[config.mk]
export PLATFORM = sky130hd
export DESIGN_NAME = object_path_tokenizer_core
export DESIGN_NICKNAME = d
export VERILOG_FILES = /design/src/rtl/optk_pkg.sv /design/src/rtl/object_path_tokenizer_core.sv /design/src/rtl/optk_step.sv
export SDC_FILE = /design/constraint.sdc
export NUM_CORES = 1
export LEC_CHECK = 0
export ABC_AREA = 1
export BUFFER_PORTS_ARGS = -buffer_cell sky130_fd_sc_hd__buf_2
export CORE_AREA = 2 2 102 104
export DETAILED_ROUTE_END_ITERATION = 12
export DIE_AREA = 0 0 104 106
export PLACE_DENSITY = 0.85
export SLEW_MARGIN = 20
export SYNTH_ARGS = -nofsm -noshare
export SYNTH_HDL_FRONTEND = slang
export SYNTH_SLANG_ARGS = --single-unit
export TNS_END_PERCENT = 20
[constraint.sdc]
create_clock -name clock -period 14.4 [get_ports clock]
set_clock_uncertainty 0.2 [all_clocks]
set_input_delay 4.32 -clock clock [delete_from_list [all_inputs] [get_ports clock]]
set_output_delay 4.32 -clock clock [all_outputs]
set_load 0.005 [all_outputs]
[src/rtl/optk_pkg.sv]
package optk_pkg;

   // Result kinds carried in the low bits of the result beat.
   typedef enum logic [2:0] {
      KIND_CHAR    = 3'd0,
      KIND_FEND    = 3'd1,
      KIND_DOLLAR  = 3'd2,
      KIND_DCOLON  = 3'd3,
      KIND_TCOLON  = 3'd4,
      KIND_AT      = 3'd5,
      KIND_PEND    = 3'd6
   } kind_type;

   // Which quote opened the current literal run.
   typedef enum logic [1:0] {
      QUOTE_NONE     = 2'd0,
      QUOTE_SINGLE   = 2'd1,
      QUOTE_DOUBLE   = 2'd2,
      QUOTE_BACKTICK = 2'd3
   } quote_type;

   // Bracket that the next character may swallow.
   typedef enum logic [1:0] {
      DROP_NONE  = 2'd0,
      DROP_OPEN  = 2'd1,
      DROP_CLOSE = 2'd2
   } drop_type;

   localparam int MAX_RESULTS = 4;

   // Character codes the tokenizer reacts to.
   localparam logic [15:0] CH_DOLLAR    = 16'h0024;
   localparam logic [15:0] CH_LBRACKET  = 16'h005B;
   localparam logic [15:0] CH_RBRACKET  = 16'h005D;
   localparam logic [15:0] CH_COLON     = 16'h003A;
   localparam logic [15:0] CH_AT        = 16'h0040;
   localparam logic [15:0] CH_BACKTICK  = 16'h0060;
   localparam logic [15:0] CH_SQUOTE    = 16'h0027;
   localparam logic [15:0] CH_DQUOTE    = 16'h0022;
   localparam logic [15:0] CH_BACKSLASH = 16'h005C;
   localparam logic [15:0] CH_LOWER_T   = 16'h0074;
   localparam logic [15:0] CH_LOWER_N   = 16'h006E;
   localparam logic [15:0] CH_TAB       = 16'h0009;
   localparam logic [15:0] CH_NEWLINE   = 16'h000A;

   // Tokenizer state carried from one character to the next.
   typedef struct packed {
      quote_type   quote_kind;
      logic        escape_pending;
      logic        in_brackets;
      drop_type    drop_next_bracket;
      logic [1:0]  colon_count;
      logic        fragment_nonempty;
   } state_type;

   typedef struct packed {
      kind_type    kind;
      logic [15:0] char_code;
   } slot_type;

   // Up to four results caused by one character, slot 0 first.
   typedef struct packed {
      logic [2:0]    count;
      slot_type [MAX_RESULTS-1:0] slot;
   } burst_type;

endpackage

[src/rtl/object_path_tokenizer_core.sv]
// Object path tokenizer.
// Characters of a path enter on the req_ channel, one per beat, with tlast on
// the final character. Tokens leave on the rsp_ channel: fragment characters,
// fragment ends, separators and a path-end mark, with tlast on the final
// beat that one character causes. A character may cause no beat at all.
// A character accepted on req_ is held in the input register, decoded into the
// result buffer, and its first token is offered from the head of that buffer.
// Throughput: one character per cycle while each causes at most one token and
// rsp_tready stays high; a character that causes more holds the decoder while
// the result buffer drains one token per cycle through a single output port.
// An input register parts the two channels, so one character is taken while
// tokens still wait. When the receiver stalls, the result buffer holds its
// tokens, the input register fills, and req_tready falls.
// Reset is synchronous and active high: it empties both registers and
// returns the tokenizer to the unquoted, empty-fragment state.
module object_path_tokenizer_core #(
   parameter int CHAR_WIDTH = 16
) (
   input  logic        clock,
   input  logic        reset,
   input  logic        req_tvalid,
   output logic        req_tready,
   input  logic [15:0] req_tdata,   // [15:0] ch
   input  logic        req_tlast,
   output logic        rsp_tvalid,
   input  logic        rsp_tready,
   output logic [23:0] rsp_tdata,   // [2:0] kind, [18:3] char_code, [23:19] zero
   output logic        rsp_tlast
);

   localparam int CW = (CHAR_WIDTH < 16) ? CHAR_WIDTH : 16;

   logic                in_valid_ff, in_valid_in;
   logic [CW-1:0]       in_ch_ff;
   logic                in_last_ff;
   optk_pkg::state_type state_ff, state_in;
   optk_pkg::burst_type burst_ff, burst_in;
   optk_pkg::burst_type step_burst;
   optk_pkg::state_type step_state;
   logic                advance;
   logic                take;

   // Decode the held character against the current state.
   optk_step u_step (
      .state_cur  (state_ff),
      .ch         (16'(in_ch_ff)),
      .last       (in_last_ff),
      .state_next (step_state),
      .burst      (step_burst)
   );

   // The held character moves on once the buffer is empty or about to be.
   assign take       = rsp_tvalid && rsp_tready;
   assign advance    = in_valid_ff && ((burst_ff.count == 3'd0) ||
                       (burst_ff.count == 3'd1 && rsp_tready));
   assign req_tready = !in_valid_ff || advance;

   assign in_valid_in = (req_tvalid && req_tready) ? 1'b1 :
                        (advance ? 1'b0 : in_valid_ff);

   // Next buffer: load a fresh burst, or shift out the taken token.
   always_comb begin
      burst_in = burst_ff;
      state_in = state_ff;
      if (advance) begin
         burst_in = step_burst;
         state_in = step_state;
      end else if (take) begin
         for (int i = 0; i < optk_pkg::MAX_RESULTS - 1; i++) begin
            burst_in.slot[i] = burst_ff.slot[i+1];
         end
         burst_in.count = burst_ff.count - 3'd1;
      end
   end

   // Control state and the result buffer.
   always_ff @(posedge clock) begin
      if (reset) begin
         in_valid_ff <= 1'b0;
         state_ff    <= '0;
         burst_ff    <= '0;
      end else begin
         in_valid_ff <= in_valid_in;
         state_ff    <= state_in;
         burst_ff    <= burst_in;
      end
   end

   // Input payload register.
   always_ff @(posedge clock) begin
      if (req_tvalid && req_tready) begin
         in_ch_ff   <= req_tdata[CW-1:0];
         in_last_ff <= req_tlast;
      end
   end

   // The head of the buffer is the outgoing beat.
   assign rsp_tvalid = (burst_ff.count != 3'd0);
   assign rsp_tlast  = (burst_ff.count == 3'd1);
   assign rsp_tdata  = {5'd0, burst_ff.slot[0].char_code, burst_ff.slot[0].kind};

endmodule

[src/rtl/optk_step.sv]
module optk_step (
   input  optk_pkg::state_type state_cur,
   input  logic [15:0]         ch,
   input  logic                last,
   output optk_pkg::state_type state_next,
   output optk_pkg::burst_type burst
);

   // Append one result unless the burst is already full.
   function automatic optk_pkg::burst_type push(
      optk_pkg::burst_type b,
      optk_pkg::kind_type  k,
      logic [15:0]         code
   );
      optk_pkg::burst_type r;
      r = b;
      if (b.count < 3'(optk_pkg::MAX_RESULTS)) begin
         r.slot[b.count[1:0]].kind      = k;
         r.slot[b.count[1:0]].char_code = code;
         r.count                        = b.count + 3'd1;
      end
      return r;
   endfunction

   function automatic optk_pkg::quote_type quote_of(logic [15:0] c);
      optk_pkg::quote_type q;
      q = optk_pkg::QUOTE_NONE;
      if (c == optk_pkg::CH_SQUOTE) q = optk_pkg::QUOTE_SINGLE;
      else if (c == optk_pkg::CH_DQUOTE) q = optk_pkg::QUOTE_DOUBLE;
      else if (c == optk_pkg::CH_BACKTICK) q = optk_pkg::QUOTE_BACKTICK;
      return q;
   endfunction

   optk_pkg::state_type st;
   optk_pkg::burst_type b;
   optk_pkg::quote_type q;
   logic                consumed;

   always_comb begin
      st       = state_cur;
      b        = '0;
      consumed = 1'b0;
      q        = quote_of(ch);

      // Settle the lookahead left by the previous character.
      if (st.colon_count != 2'd0) begin
         if (ch == optk_pkg::CH_COLON) begin
            st.colon_count = st.colon_count + 2'd1;
            if (st.colon_count == 2'd3) begin
               b              = push(b, optk_pkg::KIND_TCOLON, 16'd0);
               st.colon_count = 2'd0;
            end
            consumed = 1'b1;
         end else begin
            b              = push(b, optk_pkg::KIND_DCOLON, 16'd0);
            st.colon_count = 2'd0;
         end
      end else if (st.drop_next_bracket == optk_pkg::DROP_OPEN) begin
         st.drop_next_bracket = optk_pkg::DROP_NONE;
         consumed             = (ch == optk_pkg::CH_LBRACKET);
      end else if (st.drop_next_bracket == optk_pkg::DROP_CLOSE) begin
         st.drop_next_bracket = optk_pkg::DROP_NONE;
         consumed             = (ch == optk_pkg::CH_RBRACKET);
      end else begin
         st.drop_next_bracket = optk_pkg::DROP_NONE;
      end

      // Handle the character itself.
      if (!consumed) begin
         if (st.quote_kind == optk_pkg::QUOTE_NONE) begin
            if (q != optk_pkg::QUOTE_NONE) begin
               st.quote_kind = q;
            end else if (!st.in_brackets) begin
               if (ch == optk_pkg::CH_DOLLAR) begin
                  b                    = push(b, optk_pkg::KIND_FEND, 16'd0);
                  b                    = push(b, optk_pkg::KIND_DOLLAR, 16'd0);
                  st.fragment_nonempty = 1'b0;
               end else if (ch == optk_pkg::CH_LBRACKET) begin
                  b                    = push(b, optk_pkg::KIND_FEND, 16'd0);
                  b                    = push(b, optk_pkg::KIND_DOLLAR, 16'd0);
                  st.fragment_nonempty = 1'b0;
                  st.in_brackets       = 1'b1;
                  st.drop_next_bracket = optk_pkg::DROP_OPEN;
               end else if (ch == optk_pkg::CH_COLON) begin
                  b                    = push(b, optk_pkg::KIND_FEND, 16'd0);
                  st.fragment_nonempty = 1'b0;
                  st.colon_count       = 2'd1;
               end else if (ch == optk_pkg::CH_AT) begin
                  b                    = push(b, optk_pkg::KIND_FEND, 16'd0);
                  b                    = push(b, optk_pkg::KIND_AT, 16'd0);
                  st.fragment_nonempty = 1'b0;
               end else begin
                  b                    = push(b, optk_pkg::KIND_CHAR, ch);
                  st.fragment_nonempty = 1'b1;
               end
            end else begin
               if (ch == optk_pkg::CH_RBRACKET) begin
                  st.in_brackets       = 1'b0;
                  st.drop_next_bracket = optk_pkg::DROP_CLOSE;
               end else begin
                  b                    = push(b, optk_pkg::KIND_CHAR, ch);
                  st.fragment_nonempty = 1'b1;
               end
            end
         end else begin
            // Inside quotes: escapes and the closing quote.
            if (ch == optk_pkg::CH_BACKSLASH) begin
               st.escape_pending = ~st.escape_pending;
            end else if (st.escape_pending) begin
               if (ch == optk_pkg::CH_LOWER_T) begin
                  b = push(b, optk_pkg::KIND_CHAR, optk_pkg::CH_TAB);
               end else if (ch == optk_pkg::CH_LOWER_N) begin
                  b = push(b, optk_pkg::KIND_CHAR, optk_pkg::CH_NEWLINE);
               end else begin
                  b = push(b, optk_pkg::KIND_CHAR, optk_pkg::CH_BACKSLASH);
                  b = push(b, optk_pkg::KIND_CHAR, ch);
               end
               st.fragment_nonempty = 1'b1;
               st.escape_pending    = 1'b0;
            end else if (q != optk_pkg::QUOTE_NONE && q == st.quote_kind) begin
               st.quote_kind = optk_pkg::QUOTE_NONE;
            end else begin
               b                    = push(b, optk_pkg::KIND_CHAR, ch);
               st.fragment_nonempty = 1'b1;
            end
         end
      end

      // Close out the path and return to the idle state.
      if (last) begin
         if (st.colon_count != 2'd0) begin
            b = push(b, optk_pkg::KIND_DCOLON, 16'd0);
         end
         if (st.fragment_nonempty) begin
            b = push(b, optk_pkg::KIND_FEND, 16'd0);
         end
         b  = push(b, optk_pkg::KIND_PEND, 16'd0);
         st = '0;
      end

      state_next = st;
      burst      = b;
   end

endmodule

Yosys cells after proc, flatten, opt, wreduce, memory -nomap -nowiden --
Cells that the tools add are included.
Operators by class: add/sub/neg operators 10, magnitude comparators 24, equality and inequality tests 22, multiplexer cells 157, bitwise gates (word level) 1, reductions and logical operators 29
Operators with widths (count):
- $mux W79 | 57
- $bwmux W76 | 21
- $demux W19 S2 | 16
- $mux W77 | 2
- $mux W19 | 8
- $mux W16 | 8
- $mux W57 | 2
- $eq A16 B7 Y1 const B | 7
- $eq A16 B6 Y1 const B | 4
- $mux W2 | 15
- $add A3 B1 Y3 const B | 8
- $lt A2 B3 Y1 const B | 8
- $lt A3 B3 Y1 const B | 8
- $mux W1 | 18
- $mux W9 | 2
- $ge A2 B1 Y1 const B | 8
- $mux W3 | 5
- $logic_and A1 B1 Y1 | 13
- $reduce_bool A2 Y1 | 6
- $mux W5 | 2
- $mux W6 | 1
- $ne A2 B2 Y1 const B | 3
- $ne A3 B2 Y1 const B | 2
- $reduce_and A6 Y1 | 1
- other kinds (15) | 18
Storage, ports and cells: register bits after elaboration 106, word-level logic and storage cells 261

Logic depth before layout (Yosys ltp) --
Gate-level depths: netlist of the first run.
depth in word-level cells 62, depth in mapped cells 36

By module --
From an unflattened synthesis of the first run, not the netlist that was laid out.
Unflattened totals: cells, all modules 1178, area, all modules 7674.9 µm²
By module, submodules not included:
- object_path_tokenizer_core | times used 1, cells each 623, area each 4882.2 µm², seq. area each 2292.2 µm²
- optk_step | times used 1, cells each 555, area each 2792.7 µm², seq. area each 0.0 µm²

Least setup slack after synthesis of the first run --
OpenSTA, ideal clock, no wires.
path kind input -> output, start input rsp_tready, end output req_tready, arrival 4536 ps, path slack 5344 ps, cell stages on the path 4, buffers on the path 0, cell sequence nand2_1 -> nand2_1 -> inv_1 -> nand2_1
Between the ends: cells in the longest elaborated chain, start to end 4
Ends and longest elaborated chain:
- start: declaration | RTL line object_path_tokenizer_core.sv:26 | input logic rsp_tready,
- $logic_and A1 B1 Y1 | RTL line object_path_tokenizer_core.sv:55 | (burst_ff.count == 3'd1 && rsp_tready));
- $logic_or A1 B1 Y1 | RTL line object_path_tokenizer_core.sv:54 | assign advance = in_valid_ff && ((burst_ff.count == 3'd0) ||
- $logic_and A1 B1 Y1 | RTL line object_path_tokenizer_core.sv:54
- $logic_or A1 B1 Y1 | RTL line object_path_tokenizer_core.sv:56 | assign req_tready = !in_valid_ff || advance;
- end: declaration | RTL line object_path_tokenizer_core.sv:22 | output logic req_tready,
No other way between the ends.

Final worst setup path of the first run --
Same ends and word-level chain as after synthesis.

==> results of run 1 <==
[worst paths after layout]
path / endpoint / slack [ps]
max reg2reg: burst_ff[44] / 7540
min: rsp_tdata[15] / 270
min reg2reg: rsp_tdata[15] / 270
max: req_tready / 5030
[metrics by stage]
step | setup WS, ps | cell area [sq um]
6_report | 5034 | 6616
5_1_grt | 4972 | 6616
3_5_place_dp | 5032 | 6417
4_1_cts | 5029 | 6616
2_1_floorplan | 5344 | 6455
3_3_place_gp | 5041 | 6417
[worst max-delay path, stage by stage]
cell and delay [ps]:
buf_2 100, nand2_1 50, nand2_1 40, inv_1 100, nand2_1 90, buf_2 130
[cells in the mapped netlist (12+ instances only)]
cell and number:
a21oi_1 117, nand4_1 28, edfxtp_1 17, dfxtp_1 73, ha_1 16, o21ai_0 62, nor2_1 117, nand3_1 101
clkbuf_1 40, nand2_1 214, inv_1 83, a21oi_2 12, nor3_1 13, buf_4 29
[power by group through the flow]
stage	registers (mW)	clock network (mW)	logic, mW
6_report	0.346	0.184	0.536
5_1_grt	0.353	0.196	0.606
4_1_cts	0.346	0.185	0.527
3_5_place_dp	0.351	0	0.524
3_3_place_gp	0.350	0	0.518
2_1_floorplan	0.339	0	0.444
[metal layers]
metal / share of wire / up-vias / track usage
met5: 0 / - / 0
met4: 0.054 / 0 / 0.1776
met3: 0.074 / 76 / 0.04721
met2: 0.47 / 292 / 0.5263
met1: 0.40 / 3001 / 0.3865
li1: - / 3276 / -
[cells by family after synthesis]
group,after synthesis
AND/OR/NAND/NOR,499
AO/OA/AOI/OAI,220
buffers and inverters,178
flip-flops,90
adder cells (fa/ha/maj),16
XOR/XNOR,2
other,1
[flip-flops by register name (all words and copies together), names as in the netlist]
name         flops
burst_ff        44
rsp_tdata       19
in_ch_ff        16
state_ff         9
in_last_ff       1
in_valid_ff      1
[area by class of cell]
| type | instances | area share |
|---|---|---|
| Multi-Input combinational cell | 742 | 0.5554 |
| Sequential cell | 90 | 0.2980 |
| Inverter | 94 | 0.05333 |
| Timing Repair Buffer | 47 | 0.03744 |
| Tap cell | 136 | 0.02572 |
| Clock buffer | 10 | 0.01929 |
| Clock inverter | 6 | 0.01078 |
[cells in the final DEF (no fill, tap or decap), types with 5 or more instances in the layout]
| master | instances |
|---|---|
| nand2_1 | 214 |
| a21oi_1 | 117 |
| nor2_1 | 116 |
| nand3_1 | 101 |
| inv_1 | 83 |
| dfxtp_1 | 73 |
| o21ai_0 | 62 |
| buf_2 | 42 |
| nand4_1 | 28 |
| edfxtp_1 | 17 |
| ha_1 | 16 |
| nor3_1 | 13 |
| a21oi_2 | 12 |
| inv_2 | 10 |
| clkbuf_8 | 9 |
| a211oi_1 | 7 |
| o211ai_1 | 7 |
| nand2_2 | 6 |
| nor2_2 | 5 |
| conb_1 | 5 |
| buf_4 | 5 |
==> results.yml, run 1 <==
pwr:
  p_per_area_nw_per_um2: 161.2
  p_int_mw: 0.5590
  power_leakage_nw: 2.794
  power_mw: 1.067
  power_frac_seq: 0.325
  power_switching_mw: 0.5076
  peakVddDrop_mv: 0.1611
  p_comb_frac: 0.503
  switching_share: 0.4759
  clkPwrFrac: 0.173
clocking:
  cts_repair_resize_count: 0
  htree_levels: 3
  clk_latency_ps: 380
  post-cts-setup-buffer-count: 0
  cts_root_buffer: "clkbuf_8"
  cts_tree: "done"
  clk_pin_slew_ps: 90
  cts_buffer_depth: 2
  cts_buffers: 9
  clock_sinks: 90
  postCtsHoldBufs: 0
timing:
  drv_slew: 0
  fin_crit_ps: 9366
  worstMarginPinSlew_ps: 1037
  rsz0062_at_grt: "false"
  final_hold_viol_count: 0
  fmax_mhz: 106.8
  fin_worst_hold_slack_ps: 266.1
  final.period_utilization: 0.6504
  timing.slew.headroom: 0.3027
  final.setup.tns_ps: 0
  finalSetupViolations: 0
synthesis:
  synth-compound-area-share: 0.1904
  yosysTopAreaCell: "dfxtp_1"
  ys_async_sr_fraction: 0
  synthSimpleGateAreaFrac: 0.3423
  synth_mux_area_frac: 0
  synth_edf_count: 17
  syn_inst: 1006
  yosys.area_share.xor_xnor: 0.002720
  post-synth-top-area-fraction: 0.2269
  netlist_area_sq_um: 6440
  synth.distinct_cells: 43
  synth_area_per_cell_sq_um: 6.402
  yosys_most_used_dff: "dfxtp_1"
  yosys_warnings: 0
  seq_area_frac_synth: 0.3062
  synthTopCellsByArea: "dfxtp_1, nand2_1, a21oi_1"
  ys_seq_elements: 90
  synth_top_family_by_area: "simple AND/OR/NAND/NOR gates"
  synthAdderAreaFrac: 0.03109
routing:
  drt-wirelength-per-cell_um: 15.10
  drt_iter0_markers: 696
  routed_wl_mm: 16.98
  via_count: 6645
  viasPerCell: 5.907
  ant_nets: 0
  drc: 0
  dr.pass1.iters: 6
grt:
  overflow: 0
  grt_pass1_wl_mm: 28.10
  antenna_found_initial: 0
  grt.total_usage: 0.3136
  grt_max_degree: 80
  first_global_vias: 5990
floorplanning:
  num_io_pins: 48
  fp.dieH_um: 106
  core_sq_um: 10000
  num_rows: 37
  die_w_um: 104
  start_util: 0.6440
  dieArea_sq_um: 11020
layout:
  area_delta_synth_final_pct: 2.740
  nFillCells: 967
  regArea_sq_um: 1972
  layout.cells.non_filler: 1125
  n_antenna_cell: 0
  nNetsFinal: 1021
  fin_util: 0.6617
  multi_input_area_sq_um: 3675
  drive_above_1_share: 0.1092
setup_path:
  cp.required_ps: 9880
  start_kind: "input port"
  ff2ff_path_depth: 25
  worst_ep_arrival_time_ps: 4850
  crit_path_start: "rsp_tready"
  crit_type: "input port to output pin"
  cp-end-kind: "output pin"
  worstReg2RegStart: "in_ch_ff[15]"
  worst-path-max-fanout: 3
run_status:
  status: "finished, final reports clean"
place:
  dp_cells: 1109
  portBuffers: 42
  globalplace.congestion: 0.9344
  dp_hpwl_mm: 11.65
min_path:
  hp-class: "register to register"
  whs_path_depth: 2
  hold_path.startpoint: "rsp_tdata[15]"
flow_run:
  maxCapViolCount: 0
Note: power is estimated with default switching activity, not from simulation.
==> inputs of run 2 (changes only) <==
--- a/config.mk
+++ b/config.mk
@@ -7,10 +7,10 @@
 export LEC_CHECK = 0
 export ABC_AREA = 1
 export BUFFER_PORTS_ARGS = -buffer_cell sky130_fd_sc_hd__buf_2
-export CORE_AREA = 2 2 102 104
+export CORE_AREA = 2 2 106 108
 export DETAILED_ROUTE_END_ITERATION = 12
-export DIE_AREA = 0 0 104 106
-export PLACE_DENSITY = 0.85
+export DIE_AREA = 0 0 108 110
+export PLACE_DENSITY = 0.8
 export SLEW_MARGIN = 20
 export SYNTH_ARGS = -nofsm -noshare
 export SYNTH_HDL_FRONTEND = slang
==> constraint.sdc (replaced) <==
create_clock -name clock -period 8.9 [get_ports clock]
set_clock_uncertainty 0.2 [all_clocks]
set_input_delay 2.67 -clock clock [delete_from_list [all_inputs] [get_ports clock]]
set_output_delay 2.67 -clock clock [all_outputs]
set_load 0.005 [all_outputs]
==> results.yml, run 2 (synthesis results as in run 1) <==
layout:
  final_cell_mix: "nand2_1, a21oi_1, nor2_1"
  layout.cells.non_filler: 1129
  n_antenna_cell: 0
  multi_input_area_sq_um: 3675
  largest_reg_flops: 44
  drive_above_1_share: 0.1102
  area_delta_synth_final_pct: 2.934
  nFillCells: 1047
  nNetsFinal: 1021
  top_register: "burst_ff"
  regArea_sq_um: 1972
  final_common_cell: "nand2_1"
  fin_util: 0.6196
floorplanning:
  num_io_pins: 48
  dieArea_sq_um: 11880
  num_rows: 38
  core_sq_um: 10700
  fp.dieH_um: 110
  die_w_um: 108
  start_util: 0.6020
clocking:
  cts_tree: "done"
  postCtsHoldBufs: 0
  clock_sinks: 90
  clk_latency_ps: 390
  post-cts-setup-buffer-count: 0
  htree_levels: 3
  cts_buffer_depth: 2
  cts_repair_resize_count: 0
  clk_pin_slew_ps: 110
  cts_root_buffer: "clkbuf_8"
  cts_buffers: 9
setup_path:
  crit_type: "register to register"
  worst_ep_arrival_time_ps: 6670
  cp-end-kind: "register"
  worst_path_max_delay_cell: "nor2_2"
  cp_common_cell: "nand2_1"
  worstReg2RegStart: "in_ch_ff[15]"
  worst-path-max-fanout: 52
  start_kind: "register"
  reg2reg_setup_slack_ps: 2330
  r2r_end: "burst_ff[45]"
  path_delay_family: "simple AND/OR/NAND/NOR gates"
  path_buf_inv: 4
  ff2ff_path_depth: 25
  critPathMaxStageDelay_ps: 670
  cp.required_ps: 9000
place:
  dp_hpwl_mm: 12.28
  portBuffers: 42
  pre_cts_ws_ps: 2497
  dp_cells: 1112
  globalplace.congestion: 0.9807
timing:
  finalSetupViolations: 0
  fin_crit_ps: 6571
  worstMarginPinSlew_ps: 1032
  final.period_utilization: 0.7384
  drv_slew: 0
  rsz0062_at_grt: "false"
  final_hold_viol_count: 0
  fmax_mhz: 152.2
  final.setup.tns_ps: 0
  layout_setup_ws_ps: 2329
  timing.slew.headroom: 0.3119
pwr:
  power_leakage_nw: 2.794
  peakVddDrop_mv: 0.1736
  power_mw: 1.709
  p_per_area_nw_per_um2: 257.7
grt:
  grt_max_degree: 80
  grt_pass1_wl_mm: 28.58
  antenna_found_initial: 0
  overflow: 0
  first_global_vias: 5941
  grt.total_usage: 0.3081
routing:
  drt-wirelength-per-cell_um: 15.59
  viasPerCell: 5.879
  ant_nets: 0
  routed_wl_mm: 17.60
  dr.pass1.iters: 6
  drt_iter0_markers: 730
  drc: 0
  via_count: 6637
min_path:
  hold_end: "rsp_tdata[14]"
  whs_path_depth: 2
  hp-class: "register to register"
  hold_path.startpoint: "rsp_tdata[14]"
flow_run:
  maxCapViolCount: 0
run_status:
  status: "finished, final reports clean"
## run 2: cell types whose count changed in the layout (fill, tap and decap cells not counted)
cell	delta
clkinv_8	+1
clkinv_4	+1
inv_6	+1
buf_4	-1
clkbuf_1	-1
bufinv_16	-1
buf_12	+1
clkinv_2	-1
## run 2: worst max-delay path by stage
stage	depth (start not counted)	slack [ps]	startpoint	endpoint
floorplan	4	3140	rsp_tready	req_tready
global placement	25	2690	in_ch_ff[15]	burst_ff[51]
detailed placement	25	2500	in_ch_ff[15]	burst_ff[45]
CTS	25	2450	in_ch_ff[15]	burst_ff[45]
global route	25	1690	in_ch_ff[15]	burst_ff[50]
finish	25	2330	in_ch_ff[15]	burst_ff[45]
## run 2: through the flow
stage | area, sq um | hold WS, ps
4_1_cts | 6609 | 270.9
6_report | 6629 | 269.3
5_1_grt | 6629 | 288.1
3_3_place_gp | 6415 | 252.1
2_1_floorplan | 6455 | 245.4
3_5_place_dp | 6415 | 254.8
## run 2: final cells by class
class | instances | share of cell area
inverters | 94 | 0.05323
flip-flops and latches | 90 | 0.2975
well taps | 140 | 0.02643
repair buffers | 47 | 0.03926
clock inverters | 7 | 0.01057
clock buffers | 9 | 0.01869
multi-input cells | 742 | 0.5544
## run 2: tightest hold or removal path, cell delays in order (launching register included)
cell and delay (ps):
dfxtp_1 320, nand2_1 60, a21oi_1 60
## run 2: metal layers
metal	wire length, um	vias to the layer above	global-route usage
li1	-	3291	-
met1	7211	2954	0.3854
met2	8097	300	0.5018
met3	1222	92	0.04879
met4	1071	0	0.1877
met5	0	-	0
## run 2: power breakdown
part           internal, mW  switching [mW]  total (mW)
clock                 0.109           0.175       0.284
combinational         0.270           0.596       0.866
sequential            0.505          0.0540       0.558
total                 0.884           0.825        1.71
